File: config.mk
export PLATFORM = sky130hd
export DESIGN_NAME = cartesian_mesh_connectivity_query_core
export DESIGN_NICKNAME = d
export VERILOG_FILES = /design/src/cmcq_pkg.sv /design/src/cmcq_queue.sv /design/src/cmcq_front.sv /design/src/cmcq_back.sv /design/src/cartesian_mesh_connectivity_query_core.sv
export VERILOG_INCLUDE_DIRS = /design/src /design/src/src
export SDC_FILE = /design/constraint.sdc
export NUM_CORES = 2
export LEC_CHECK = 0
export ABC_CLOCK_PERIOD_IN_PS = 12800
export BUFFER_PORTS_ARGS = -buffer_cell sky130_fd_sc_hd__buf_2
export CORE_UTILIZATION = 60
export DETAILED_ROUTE_END_ITERATION = 8
export PLACE_DENSITY = 0.86
export SLEW_MARGIN = 20
export SYNTH_ARGS = -nofsm -noshare
export SYNTH_HDL_FRONTEND = slang
export SYNTH_SLANG_ARGS = --single-unit
File: constraint.sdc
create_clock -name clk_i -period 12.8 [get_ports clk_i]
set_input_delay 2.56 -clock clk_i [delete_from_list [all_inputs] [get_ports clk_i]]
set_output_delay 2.56 -clock clk_i [all_outputs]
set_load 0.02 [all_outputs]
File: src/cartesian_mesh_connectivity_query_core_assert.svh
// assertion helpers for the mesh connectivity query core
`ifndef CARTESIAN_MESH_CONNECTIVITY_QUERY_CORE_ASSERT_SVH
`define CARTESIAN_MESH_CONNECTIVITY_QUERY_CORE_ASSERT_SVH

// same-cycle implication
`define CMCQ_ASSERT_IMP(name, pre, post) \
  name: assert property (@(posedge clk_i) disable iff (!rst_ni) (pre) |-> (post)) \
    else $error("cmcq assertion failed");

// next-cycle implication
`define CMCQ_ASSERT_NEXT(name, pre, post) \
  name: assert property (@(posedge clk_i) disable iff (!rst_ni) (pre) |=> (post)) \
    else $error("cmcq assertion failed");

`endif

File: src/cmcq_pkg.sv
package cmcq_pkg;

  localparam int unsigned ID_W              = 26;
  localparam int unsigned OP_W              = 2;
  localparam int unsigned REG_W             = 13;
  localparam int unsigned MAX_CELLS_DEFAULT = 4096;
  localparam int unsigned QUEUE_DEPTH       = 2;

  localparam logic [REG_W-1:0] ACROSS_RESET = 13'd4;
  localparam logic [REG_W-1:0] DOWN_RESET   = 13'd3;

  typedef enum logic [OP_W-1:0] {
    OP_NODE_CELLS = 2'd0,
    OP_FACE_CELLS = 2'd1,
    OP_CELL_NBRS  = 2'd2,
    OP_CELL_FACES = 2'd3
  } op_e;

  typedef enum logic [0:0] {
    CFG_CELLS_ACROSS = 1'b0,
    CFG_CELLS_DOWN   = 1'b1
  } cfg_idx_e;

  typedef enum logic [2:0] {
    BK_IDLE,
    BK_DIV,
    BK_MUL,
    BK_BUILD,
    BK_EMIT
  } back_state_e;

  // classified query as it sits in the queue
  typedef struct packed {
    op_e             op;
    logic [ID_W-1:0] id;
    logic            bad;
  } query_t;

endpackage

File: src/cmcq_queue.sv
module cmcq_queue #(
  parameter int unsigned DEPTH = cmcq_pkg::QUEUE_DEPTH
) (
  input  logic                         clk_i,
  input  logic                         rst_ni,
  input  logic                         push_i,
  input  cmcq_pkg::query_t             data_i,
  input  logic                         pop_i,
  output cmcq_pkg::query_t             data_o,
  output logic [$clog2(DEPTH+1)-1:0]   count_o
);
  import cmcq_pkg::*;

  localparam int unsigned PW   = (DEPTH > 1) ? $clog2(DEPTH) : 1;
  localparam int unsigned CNTW = $clog2(DEPTH+1);

  query_t          mem_q [DEPTH];
  logic [PW-1:0]   wr_ptr_q, rd_ptr_q;
  logic [CNTW-1:0] count_q;

  // pointers and fill count
  always_ff @(posedge clk_i or negedge rst_ni) begin
    if (!rst_ni) begin
      wr_ptr_q <= '0;
      rd_ptr_q <= '0;
      count_q  <= '0;
    end else begin
      if (push_i) begin
        wr_ptr_q <= (wr_ptr_q == PW'(DEPTH-1)) ? '0 : wr_ptr_q + 1'b1;
      end
      if (pop_i) begin
        rd_ptr_q <= (rd_ptr_q == PW'(DEPTH-1)) ? '0 : rd_ptr_q + 1'b1;
      end
      if (push_i && !pop_i) begin
        count_q <= count_q + 1'b1;
      end else if (pop_i && !push_i) begin
        count_q <= count_q - 1'b1;
      end
    end
  end

  // entry storage
  always_ff @(posedge clk_i) begin
    if (push_i) begin
      mem_q[wr_ptr_q] <= data_i;
    end
  end

  assign data_o  = mem_q[rd_ptr_q];
  assign count_o = count_q;

endmodule

File: src/cmcq_front.sv
module cmcq_front #(
  parameter int unsigned MAX_CELLS_PER_SIDE = cmcq_pkg::MAX_CELLS_DEFAULT,
  parameter int unsigned DEPTH              = cmcq_pkg::QUEUE_DEPTH
) (
  input  logic                                     clk_i,
  input  logic                                     rst_ni,
  input  logic                                     start_i,
  input  logic [cmcq_pkg::OP_W-1:0]                opcode_i,
  input  logic [cmcq_pkg::ID_W-1:0]                query_id_i,
  input  logic [$clog2(MAX_CELLS_PER_SIDE+1)-1:0]  w_i,
  input  logic [$clog2(MAX_CELLS_PER_SIDE+1)-1:0]  h_i,
  input  logic [$clog2(DEPTH+1)-1:0]               queue_count_i,
  output logic                                     busy_o,
  output logic                                     push_o,
  output cmcq_pkg::query_t                         push_data_o
);
  import cmcq_pkg::*;

  localparam int unsigned WW   = $clog2(MAX_CELLS_PER_SIDE+1);
  localparam int unsigned CW   = (2*WW+2 > ID_W+1) ? 2*WW+2 : ID_W+1;
  localparam int unsigned CNTW = $clog2(DEPTH+1);

  logic            s1_valid_q;
  op_e             s1_op_q;
  logic [ID_W-1:0] s1_id_q;
  logic [CW-1:0]   s1_wh_q;
  logic [CW-1:0]   wx, hx, limit;
  logic            accept;

  // hold off while the queue could not take what is in flight
  assign busy_o = ((CNTW+1)'(queue_count_i) + (CNTW+1)'(s1_valid_q)) >= (CNTW+1)'(DEPTH);
  assign accept = start_i && !busy_o;

  always_ff @(posedge clk_i or negedge rst_ni) begin
    if (!rst_ni) begin
      s1_valid_q <= 1'b0;
    end else begin
      s1_valid_q <= accept;
    end
  end

  // register the transaction and the cell count
  always_ff @(posedge clk_i) begin
    if (accept) begin
      s1_op_q <= op_e'(opcode_i);
      s1_id_q <= query_id_i;
      s1_wh_q <= CW'(w_i) * CW'(h_i);
    end
  end

  // id range check per opcode
  always_comb begin
    wx = CW'(w_i);
    hx = CW'(h_i);
    case (s1_op_q)
      OP_NODE_CELLS: limit = s1_wh_q + wx + hx + CW'(1);
      OP_FACE_CELLS: limit = (s1_wh_q << 1) + wx + hx;
      default:       limit = s1_wh_q;
    endcase
  end

  assign push_o            = s1_valid_q;
  assign push_data_o.op    = s1_op_q;
  assign push_data_o.id    = s1_id_q;
  assign push_data_o.bad   = CW'(s1_id_q) >= limit;

endmodule

File: src/cmcq_back.sv
module cmcq_back #(
  parameter int unsigned MAX_CELLS_PER_SIDE = cmcq_pkg::MAX_CELLS_DEFAULT
) (
  input  logic                                     clk_i,
  input  logic                                     rst_ni,
  input  logic [$clog2(MAX_CELLS_PER_SIDE+1)-1:0]  w_i,
  input  logic [$clog2(MAX_CELLS_PER_SIDE+1)-1:0]  h_i,
  input  logic                                     q_valid_i,
  input  cmcq_pkg::query_t                         q_data_i,
  output logic                                     pop_o,
  output logic                                     result_valid_o,
  output logic [cmcq_pkg::ID_W-1:0]                result_id_o,
  output logic                                     present_o,
  output logic                                     bad_id_o,
  output logic                                     last_o
);
  import cmcq_pkg::*;

  localparam int unsigned WW   = $clog2(MAX_CELLS_PER_SIDE+1);
  localparam int unsigned QW   = WW;
  localparam int unsigned DW   = ID_W + QW;
  localparam int unsigned CW   = (2*WW+2 > ID_W+1) ? 2*WW+2 : ID_W+1;
  localparam int unsigned CNTW = $clog2(QW);

  back_state_e     state_q, state_d;
  op_e             op_q;
  logic            bad_q;
  logic [ID_W-1:0] rem_q;
  logic [DW-1:0]   dsh_q;
  logic [QW-1:0]   quo_q;
  logic [CNTW-1:0] cnt_q;
  logic [CW-1:0]   iw_q;
  logic [ID_W-1:0] slot_q [4];
  logic [3:0]      mask_q;

  logic [WW+1:0]   divisor;
  logic            ge;
  logic [CW-1:0]   i, j, wx, hx, iwm, half, b;
  logic [CW-1:0]   s [4];
  logic [3:0]      m;
  logic [3:0]      pick;
  logic [1:0]      sel;

  // divisor for the row split
  always_comb begin
    case (q_data_i.op)
      OP_NODE_CELLS: divisor = (WW+2)'(w_i) + 1'b1;
      OP_FACE_CELLS: divisor = ((WW+2)'(w_i) << 1) + 1'b1;
      default:       divisor = (WW+2)'(w_i);
    endcase
  end

  assign ge = DW'(rem_q) >= dsh_q;

  // candidate ids and their presence
  always_comb begin
    i    = CW'(quo_q);
    j    = CW'(rem_q);
    wx   = CW'(w_i);
    hx   = CW'(h_i);
    iwm  = iw_q - wx;
    half = j >> 1;
    b    = (j << 1) + (iw_q << 1) + i;
    for (int k = 0; k < 4; k++) begin
      s[k] = '0;
    end
    m = '0;
    case (op_q)
      OP_NODE_CELLS: begin
        s[0] = iw_q + j;
        s[1] = iw_q + j - CW'(1);
        s[2] = iwm + j;
        s[3] = iwm + j - CW'(1);
        m[0] = (i < hx) && (j < wx);
        m[1] = (i < hx) && (j != '0);
        m[2] = (i != '0) && (j < wx);
        m[3] = (i != '0) && (j != '0);
      end
      OP_FACE_CELLS: begin
        if (i < hx) begin
          if (j == (wx << 1)) begin
            s[0] = iw_q + wx - CW'(1);
            m    = 4'b0001;
          end else if (j == CW'(1)) begin
            s[0] = iw_q;
            m    = 4'b0001;
          end else if (!j[0]) begin
            s[0] = iwm + half;
            s[1] = iw_q + half;
            m    = {2'b00, 1'b1, i != '0};
          end else begin
            s[0] = iw_q + half - CW'(1);
            s[1] = iw_q + half;
            m    = 4'b0011;
          end
        end else begin
          s[0] = iwm + j;
          m    = 4'b0001;
        end
      end
      OP_CELL_NBRS: begin
        s[0] = iwm + j;
        s[1] = iw_q + wx + j;
        s[2] = iw_q + j - CW'(1);
        s[3] = iw_q + j + CW'(1);
        m[0] = i != '0;
        m[1] = (i + CW'(1)) < hx;
        m[2] = j != '0;
        m[3] = (j + CW'(1)) < wx;
      end
      default: begin
        s[0] = b;
        s[1] = b + CW'(1);
        s[2] = b + ((j == wx - CW'(1)) ? CW'(2) : CW'(3));
        s[3] = b + (((i + CW'(1)) < hx) ? ((wx << 1) + CW'(1))
                                        : ((wx << 1) + CW'(1) - j));
        m    = 4'b1111;
      end
    endcase
  end

  // lowest pending slot
  always_comb begin
    sel  = 2'd0;
    pick = 4'b0000;
    for (int k = 3; k >= 0; k--) begin
      if (mask_q[k]) begin
        sel  = 2'(k);
        pick = 4'b0001 << k;
      end
    end
  end

  // sequencer next state
  always_comb begin
    state_d = state_q;
    pop_o   = 1'b0;
    case (state_q)
      BK_IDLE: begin
        if (q_valid_i) begin
          pop_o   = 1'b1;
          state_d = q_data_i.bad ? BK_EMIT : BK_DIV;
        end
      end
      BK_DIV:   state_d = (cnt_q == '0) ? BK_MUL : BK_DIV;
      BK_MUL:   state_d = BK_BUILD;
      BK_BUILD: state_d = BK_EMIT;
      BK_EMIT:  state_d = last_o ? BK_IDLE : BK_EMIT;
      default:  state_d = BK_IDLE;
    endcase
  end

  always_ff @(posedge clk_i or negedge rst_ni) begin
    if (!rst_ni) begin
      state_q <= BK_IDLE;
    end else begin
      state_q <= state_d;
    end
  end

  // datapath registers
  always_ff @(posedge clk_i) begin
    case (state_q)
      BK_IDLE: begin
        op_q   <= q_data_i.op;
        bad_q  <= q_data_i.bad;
        rem_q  <= q_data_i.id;
        dsh_q  <= DW'(divisor) << (QW-1);
        quo_q  <= '0;
        cnt_q  <= CNTW'(QW-1);
        mask_q <= '0;
      end
      BK_DIV: begin
        quo_q <= {quo_q[QW-2:0], ge};
        if (ge) begin
          rem_q <= ID_W'(DW'(rem_q) - dsh_q);
        end
        dsh_q <= dsh_q >> 1;
        cnt_q <= cnt_q - 1'b1;
      end
      BK_MUL: begin
        iw_q <= CW'(quo_q) * CW'(w_i);
      end
      BK_BUILD: begin
        for (int k = 0; k < 4; k++) begin
          slot_q[k] <= ID_W'(s[k]);
        end
        mask_q <= m;
      end
      BK_EMIT: begin
        mask_q <= mask_q & ~pick;
      end
      default: begin
        mask_q <= '0;
      end
    endcase
  end

  // result drive
  assign result_valid_o = (state_q == BK_EMIT);
  assign present_o      = mask_q != '0;
  assign result_id_o    = present_o ? slot_q[sel] : '0;
  assign bad_id_o       = bad_q;
  assign last_o         = (mask_q & ~pick) == '0;

endmodule

File: src/cartesian_mesh_connectivity_query_core.sv
// Connectivity queries on a structured 2D quad mesh.
// Query channel: present opcode_i and query_id_i with start_i high; the
// transaction is taken at a rising edge where busy_o is low.
// Configuration: cfg_we_i writes cfg_wdata_i into register cfg_idx_i
// (cells across, cells down) at once; write only while no query is pending.
// Result channel: result_valid_o is high for exactly one cycle per result id,
// with present_o, bad_id_o and last_o; last_o marks the final result.
// Sequence: the front end registers each accepted query into the queue;
// the back end then dequeues it, runs the restoring row division (QW =
// clog2(MAX_CELLS_PER_SIDE+1) quotient bits, 13 by default, one quotient
// bit per cycle), multiplies, builds the list and emits 1 to 4 results.
// An out-of-mesh id skips the division and goes straight to emit; the
// two-entry queue lets new queries in while earlier ones are still being
// answered.
// Reset: registers return to 4 cells across and 3 down, the queue empties.
// The receiver cannot stall; every result is taken in the cycle it shows.
`include "cartesian_mesh_connectivity_query_core_assert.svh"

module cartesian_mesh_connectivity_query_core #(
  parameter int unsigned MAX_CELLS_PER_SIDE = cmcq_pkg::MAX_CELLS_DEFAULT
) (
  input  logic                           clk_i,
  input  logic                           rst_ni,
  input  logic                           start_i,
  output logic                           busy_o,
  input  logic [cmcq_pkg::OP_W-1:0]      opcode_i,
  input  logic [cmcq_pkg::ID_W-1:0]      query_id_i,
  input  logic                           cfg_we_i,
  input  logic [0:0]                     cfg_idx_i,
  input  logic [cmcq_pkg::REG_W-1:0]     cfg_wdata_i,
  output logic                           result_valid_o,
  output logic [cmcq_pkg::ID_W-1:0]      result_id_o,
  output logic                           present_o,
  output logic                           bad_id_o,
  output logic                           last_o
);
  import cmcq_pkg::*;

  localparam int unsigned WW   = $clog2(MAX_CELLS_PER_SIDE+1);
  localparam int unsigned CNTW = $clog2(QUEUE_DEPTH+1);

  logic [REG_W-1:0] across_q, down_q;
  logic [WW-1:0]    w_eff, h_eff;
  logic             push, pop;
  query_t           push_data, q_data;
  logic [CNTW-1:0]  q_count;

  // configuration registers
  always_ff @(posedge clk_i or negedge rst_ni) begin
    if (!rst_ni) begin
      across_q <= ACROSS_RESET;
      down_q   <= DOWN_RESET;
    end else if (cfg_we_i) begin
      case (cfg_idx_e'(cfg_idx_i))
        CFG_CELLS_ACROSS: across_q <= cfg_wdata_i;
        CFG_CELLS_DOWN:   down_q   <= cfg_wdata_i;
        default:          across_q <= across_q;
      endcase
    end
  end

  // clamp mesh size to the supported range
  always_comb begin
    if (across_q == '0) begin
      w_eff = WW'(1);
    end else if (32'(across_q) > MAX_CELLS_PER_SIDE) begin
      w_eff = WW'(MAX_CELLS_PER_SIDE);
    end else begin
      w_eff = WW'(across_q);
    end
    if (down_q == '0) begin
      h_eff = WW'(1);
    end else if (32'(down_q) > MAX_CELLS_PER_SIDE) begin
      h_eff = WW'(MAX_CELLS_PER_SIDE);
    end else begin
      h_eff = WW'(down_q);
    end
  end

  cmcq_front #(
    .MAX_CELLS_PER_SIDE(MAX_CELLS_PER_SIDE),
    .DEPTH(QUEUE_DEPTH)
  ) u_front (
    .clk_i,
    .rst_ni,
    .start_i,
    .opcode_i,
    .query_id_i,
    .w_i(w_eff),
    .h_i(h_eff),
    .queue_count_i(q_count),
    .busy_o,
    .push_o(push),
    .push_data_o(push_data)
  );

  cmcq_queue #(
    .DEPTH(QUEUE_DEPTH)
  ) u_queue (
    .clk_i,
    .rst_ni,
    .push_i(push),
    .data_i(push_data),
    .pop_i(pop),
    .data_o(q_data),
    .count_o(q_count)
  );

  cmcq_back #(
    .MAX_CELLS_PER_SIDE(MAX_CELLS_PER_SIDE)
  ) u_back (
    .clk_i,
    .rst_ni,
    .w_i(w_eff),
    .h_i(h_eff),
    .q_valid_i(q_count != '0),
    .q_data_i(q_data),
    .pop_o(pop),
    .result_valid_o,
    .result_id_o,
    .present_o,
    .bad_id_o,
    .last_o
  );

  // checks
  `CMCQ_ASSERT_IMP(a_bad_is_single, result_valid_o && bad_id_o, last_o && !present_o)
  `CMCQ_ASSERT_IMP(a_empty_id_zero, result_valid_o && !present_o, result_id_o == '0)
  `CMCQ_ASSERT_NEXT(a_accept_pushes, start_i && !busy_o, push)
  `CMCQ_ASSERT_IMP(a_queue_bound, push, q_count < CNTW'(QUEUE_DEPTH) || pop)

endmodule

# Word-level counts from Yosys, hierarchy flattened
# Memory sizes are Yosys's and may differ from the RTL's.
# Cells that the tools add are included.
[totals]
rom_bits = 0
latch_bits = 0
memories = 2
inputBits = 46
out_inout_bits = 31
mem_bits_rw = 162
register_bits = 203
[mem_list]
columns = ["memory", "depth", "width", "rd", "rd_clocked_by_memory_dff", "wr", "line", "text"]
rows = [
  ["u_back.slot_q", 4, 26, 1, 0, 4, "cmcq_back.sv:33", "logic [ID_W-1:0] slot_q [4];"],
  ["u_queue.mem_q", 2, 29, 1, 0, 1, "cmcq_queue.sv:17", "query_t mem_q [DEPTH];"],
]
[op_classes]
multipliers = 2
shift = 0
bitwise = 3
mux = 52
addsub = 36
n_reduce_logical = 28
n_div = 0
eq_ne = 13
order_cmp = 9
[ops]
columns = ["op", "n"]
rows = [
  ["$pmux W54 S3", 2],
  ["$mux W26", 5],
  ["$mux W28", 4],
  ["$add A28 B13 Y28", 3],
  ["$pmux W39 S2", 1],
  ["$add A28 B1 Y28 const B", 2],
  ["$lt A28 B13 Y1", 2],
  ["$pmux W28 S2", 1],
  ["$add A26 B13 Y27", 2],
  ["$mux W54", 1],
  ["$mul A13 B13 Y26", 2],
  ["$mux W13", 4],
  ["$pmux W26 S2", 1],
  ["$sub A26 B1 Y26 const B", 2],
  ["$ge A26 B39 Y1", 1],
  ["$add A14 B1 Y15 const B", 2],
  ["$pmux W15 S2", 1],
  ["$add A13 B1 Y14 const B", 2],
  ["$add A27 B1 Y28 const B", 1],
  ["$add A27 B13 Y28", 1],
  ["$add A27 B26 Y28", 1],
  ["$add A27 B27 Y28", 1],
  ["$add A28 B26 Y28", 1],
  ["$add A28 B28 Y28", 1],
  ["other kinds (53)", 99],
]

# Logic depth before layout (Yosys ltp)
[logic_depth]
word_depth = 10
mapped_depth = 39
depth_no_buf = 36

# Hierarchy
# Synthesis repeated with hierarchy kept, for this count alone.
[unflattened]
cells_unflattened = 5676
area_unflattened_um2 = 49586.3
[modules_own_cells]
columns = ["mod", "n_inst", "area_per_inst_um2", "cells_each"]
rows = [
  ["cmcq_back", 1, 35362.7, 4332],
  ["cmcq_front", 1, 10585.2, 1147],
  ["cmcq_queue", 1, 2387.3, 104],
  ["cartesian_mesh_connectivity_query_core", 1, 1251.2, 93],
]

# Worst setup path after synthesis
# Ideal clock, no wire load.
[synth_path]
path_type = "reg2reg"
startpoint = "register across_q[10]"
endpoint = "memory u_back.slot_q[3][25] (data pin)"
setup_time_ns = 0.275
path_stages_with_launch = 34
period_less_slack_ns = 7.188
setup_slack_ns = 5.612
arrival_ns = 6.912
required_ns = 12.525
cell_sequence = "dfrtp_1 clkbuf_1 nor4_1 a31oi_1 nor2_1 clkbuf_1 clkbuf_1 ha_1 inv_1 fa_1 nor2b_1 o21ai_0 a21oi_1 o21ai_0 a21oi_1 o21ai_0 a21oi_1 o21ai_0 nand2_1 a221oi_1 xnor2_1 ha_1 and2_1 a221o_1 a211oi_1 nand3_1 and2_1 clkbuf_1 nand4b_1 or2_1 or4_1 nor4_1 xnor2_1 o221ai_1"
[synth_lines]
columns = ["item", "line", "text"]
rows = [
  ["start: declaration", "cartesian_mesh_connectivity_query_core.sv:42", "logic [REG_W-1:0] across_q, down_q;"],
  ["start signal: assignment", "cartesian_mesh_connectivity_query_core.sv:55", "CFG_CELLS_ACROSS: across_q <= cfg_wdata_i;"],
  ["start signal: assignment", "cartesian_mesh_connectivity_query_core.sv:57", "default: across_q <= across_q;"],
  ["end: declaration", "cmcq_back.sv:33", ""],
]

==> metrics.cfg <==
[synth]
yosys.area_share.simple_pct=18.7
ys.flop_type=edfxtp_1
synth_edf_count=318
synth_seq_area_share_pct=20.8
synthXorXnorAreaFrac_pct=8.13
synth_warnings=0
synth_cell_types=111
synth_top_family_by_area=adder cells
synth_top_area_share_pct=19.1
synthArstFlopShare_pct=9.66
synth_area_leader_cell=edfxtp_1
synth_compound_area_share_pct=19.0
synth_nets=6730
netlist_area_mm2=0.0501
synthMuxAreaShare_pct=2.99
synthCells=5877
synth_area_leaders=edfxtp_1 (19%), ha_1 (13%), fa_1 (12%)
synthAdderAreaFrac_pct=24.5
avgSynthCellArea_um2=8.53
ys_ff_latch=352

[route]
wire_per_inst_um=27.4
dr.pass1.iters=8
drcViolationCount=0
drtAntennaViolNets=0
vias=47784
totalWireLength_um=190000
drtIter0Drc=5428
viasPerCell=6.87

[global_routing]
grt_use_total_pct=44.0
grt_pass1_wl_um=281000
grt_pass1_vias=46231
antenna_found_initial=6
gr-total-overflow=0
grt_max_degree=88

[timing]
maxSlewViolCount=0
grt_setup_unrepaired=no
slew_headroom_pct=17.1
fin_crit_sh_pct=66.6
max_freq_mhz=117
hold_viol_final=0
worstMarginPinSlew_ns=1.24
finClkSkew_ns=0.0365
fin_crit_ns=8.53
finalSetupTns_ns=0
setup_viol=0

[cells_and_area]
layout-drive-gt1-share_pct=7.18
fin_nets=6701
final_common_cell=nand2_1
syn_to_final_growth_pct=6.10
n_fill_cell=6808
fin_util_pct=64.5
layout_common_cells=nand2_1 (560), ha_1 (515), inv_1 (489)

[clock_tree]
cts_inserted_buffers=43
hold_buffers=0
clockBufferDepth=3
postCtsResizedCells=0
cts_sinks=352
clk_latency_ns=0.63
cts_tree=yes
post_cts_buffers=0
clk_pin_slew_ns=0.06
cts_max_level=2
cts_root_buffer=clkbuf_16

[place]
gp_congestion=1.08
dp_hpwl_um=146000
portBuffers=76

[critical_path]
critPathTopFamily=compound AO/OA/AOI/OAI gates
crit_path_max_fanout=16
cp.required_ns=13.12
startpoint_type=flip-flop
critPathMaxStageDelay_ns=0.57
worstSetupPathType=flip-flop to flip-flop
slowest_stage=nor2_2
path_buf_inv=2
cp_common_cell=o21ai_0
endpoint_kind=flip-flop
crit_arrival_ns=8.85

[die]
initial_core_util_pct=60.8
dieWidth_um=291
fp-row-count=105
die_y_um=291
die_area_mm2=0.0847
io-pin-count=77
core_area_mm2=0.0824

[min_path]
hp-class=flip-flop to flip-flop

[outcome]
run_status=finished clean

[run]
drv_cap=0

[final timing paths]
kind | end | startpoint | depth (start not counted) | slack, ns
max | u_back.slot_q[3][25] | across_q[4] | 30 | 4.27
min | u_queue.mem_q[0][1] | u_front.s1_id_q[0] | 0 | 0.50
max reg2reg | u_back.slot_q[3][25] | across_q[4] | 30 | 4.27
min reg2reg | u_queue.mem_q[0][1] | u_front.s1_id_q[0] | 0 | 0.50
max in group asynchronous | across_q[12] | rst_ni | 1 | 10.15
min in group asynchronous | down_q[12] | rst_ni | 1 | 2.07
[state kept, by name, indices dropped and copies added, names as in the netlist]
register          cells
u_back.iw_q          26
across_q             13
u_back.rem_q         26
u_back.op_q           2
u_queue.rd_ptr_q      1
u_front.s1_op_q       2
u_queue.count_o       2
u_back.bad_id_o       1
u_back.cnt_q          4
u_queue.wr_ptr_q      1
u_front.s1_id_q      26
u_front.push_o        1
u_back.state_q        3
u_queue.mem_q        58
u_back.quo_q         13
u_back.slot_q       104
u_front.s1_wh_q      26
down_q               13
u_back.dsh_q         26
u_back.mask_q         4
[logic make-up after synthesis]
group / after synthesis
fa+ha+maj: 808
flops: 352
compound gates: 1445
xor+xnor: 465
buf+inv: 765
mux: 112
simple gates: 1930
[cell type report]
cell class / instances / area (µm²) / share of cell area, %
Tap cell: 1070 / 1340 / 2.52
Sequential cell: 352 / 10400 / 19.6
Multi-Input combinational cell: 4760 / 36900 / 69.4
Clock buffer: 52 / 1180 / 2.21
Inverter: 502 / 1890 / 3.55
Timing Repair Buffer: 189 / 1240 / 2.33
Clock inverter: 25 / 229 / 0.431
Antenna cell: 3 / 7.51 / 0.0141
[cells in the mapped netlist (all sizes together) (35+ instances only)]
library cell,number
clkbuf,227
nor3,144
a21o,114
fa,292
a211oi,67
inv,492
o211ai,52
nand3,155
nand2,561
o21ai,298
xor2,156
and3,73
nand4,58
nor4,51
nor2b,79
nand2b,53
xnor2,309
mux2i,52
buf,35
o22ai,49
o21a,99
ha,515
and2,92
edfxtp,318
nor2,470
a21oi,363
a31oi,49
or3,55
[worst reg2reg max path: cells and delay by family, from the launching register on]
family,cells,cell delay (ns)
flip-flops,1,0.39
AND/OR/NAND/NOR,9,2.85
adder cells (fa/ha/maj),3,0.96
AO/OA/AOI/OAI,14,3.27
XOR/XNOR,2,0.36
buffers and inverters,2,0.41
[layer usage]
metal  global-route usage [%]  vias up  part of all wire [%]
met5                        0        -                 0.028
li1                         -    20972                     -
met1                     52.3    22717                    35
met4                     35.5        8                   9.8
met3                     10.2      915                    12
met2                     68.4     3172                    43
[per-stage QoR]
stage	hold WS (ns)	area [µm²]	worst slack, ns	std cells
3_5_place_dp	0.474	51700	4.48	6873
5_1_grt	0.512	53200	3.73	6950
6_report	0.496	53200	4.27	6953
4_1_cts	0.486	53200	4.44	6950
3_3_place_gp	0.457	51700	4.59	6873
2_1_floorplan	0.445	50100	5.61	5877
Power is not shown: default switching activity piles up to over one toggle a cycle in this logic, so the estimate is an artifact.
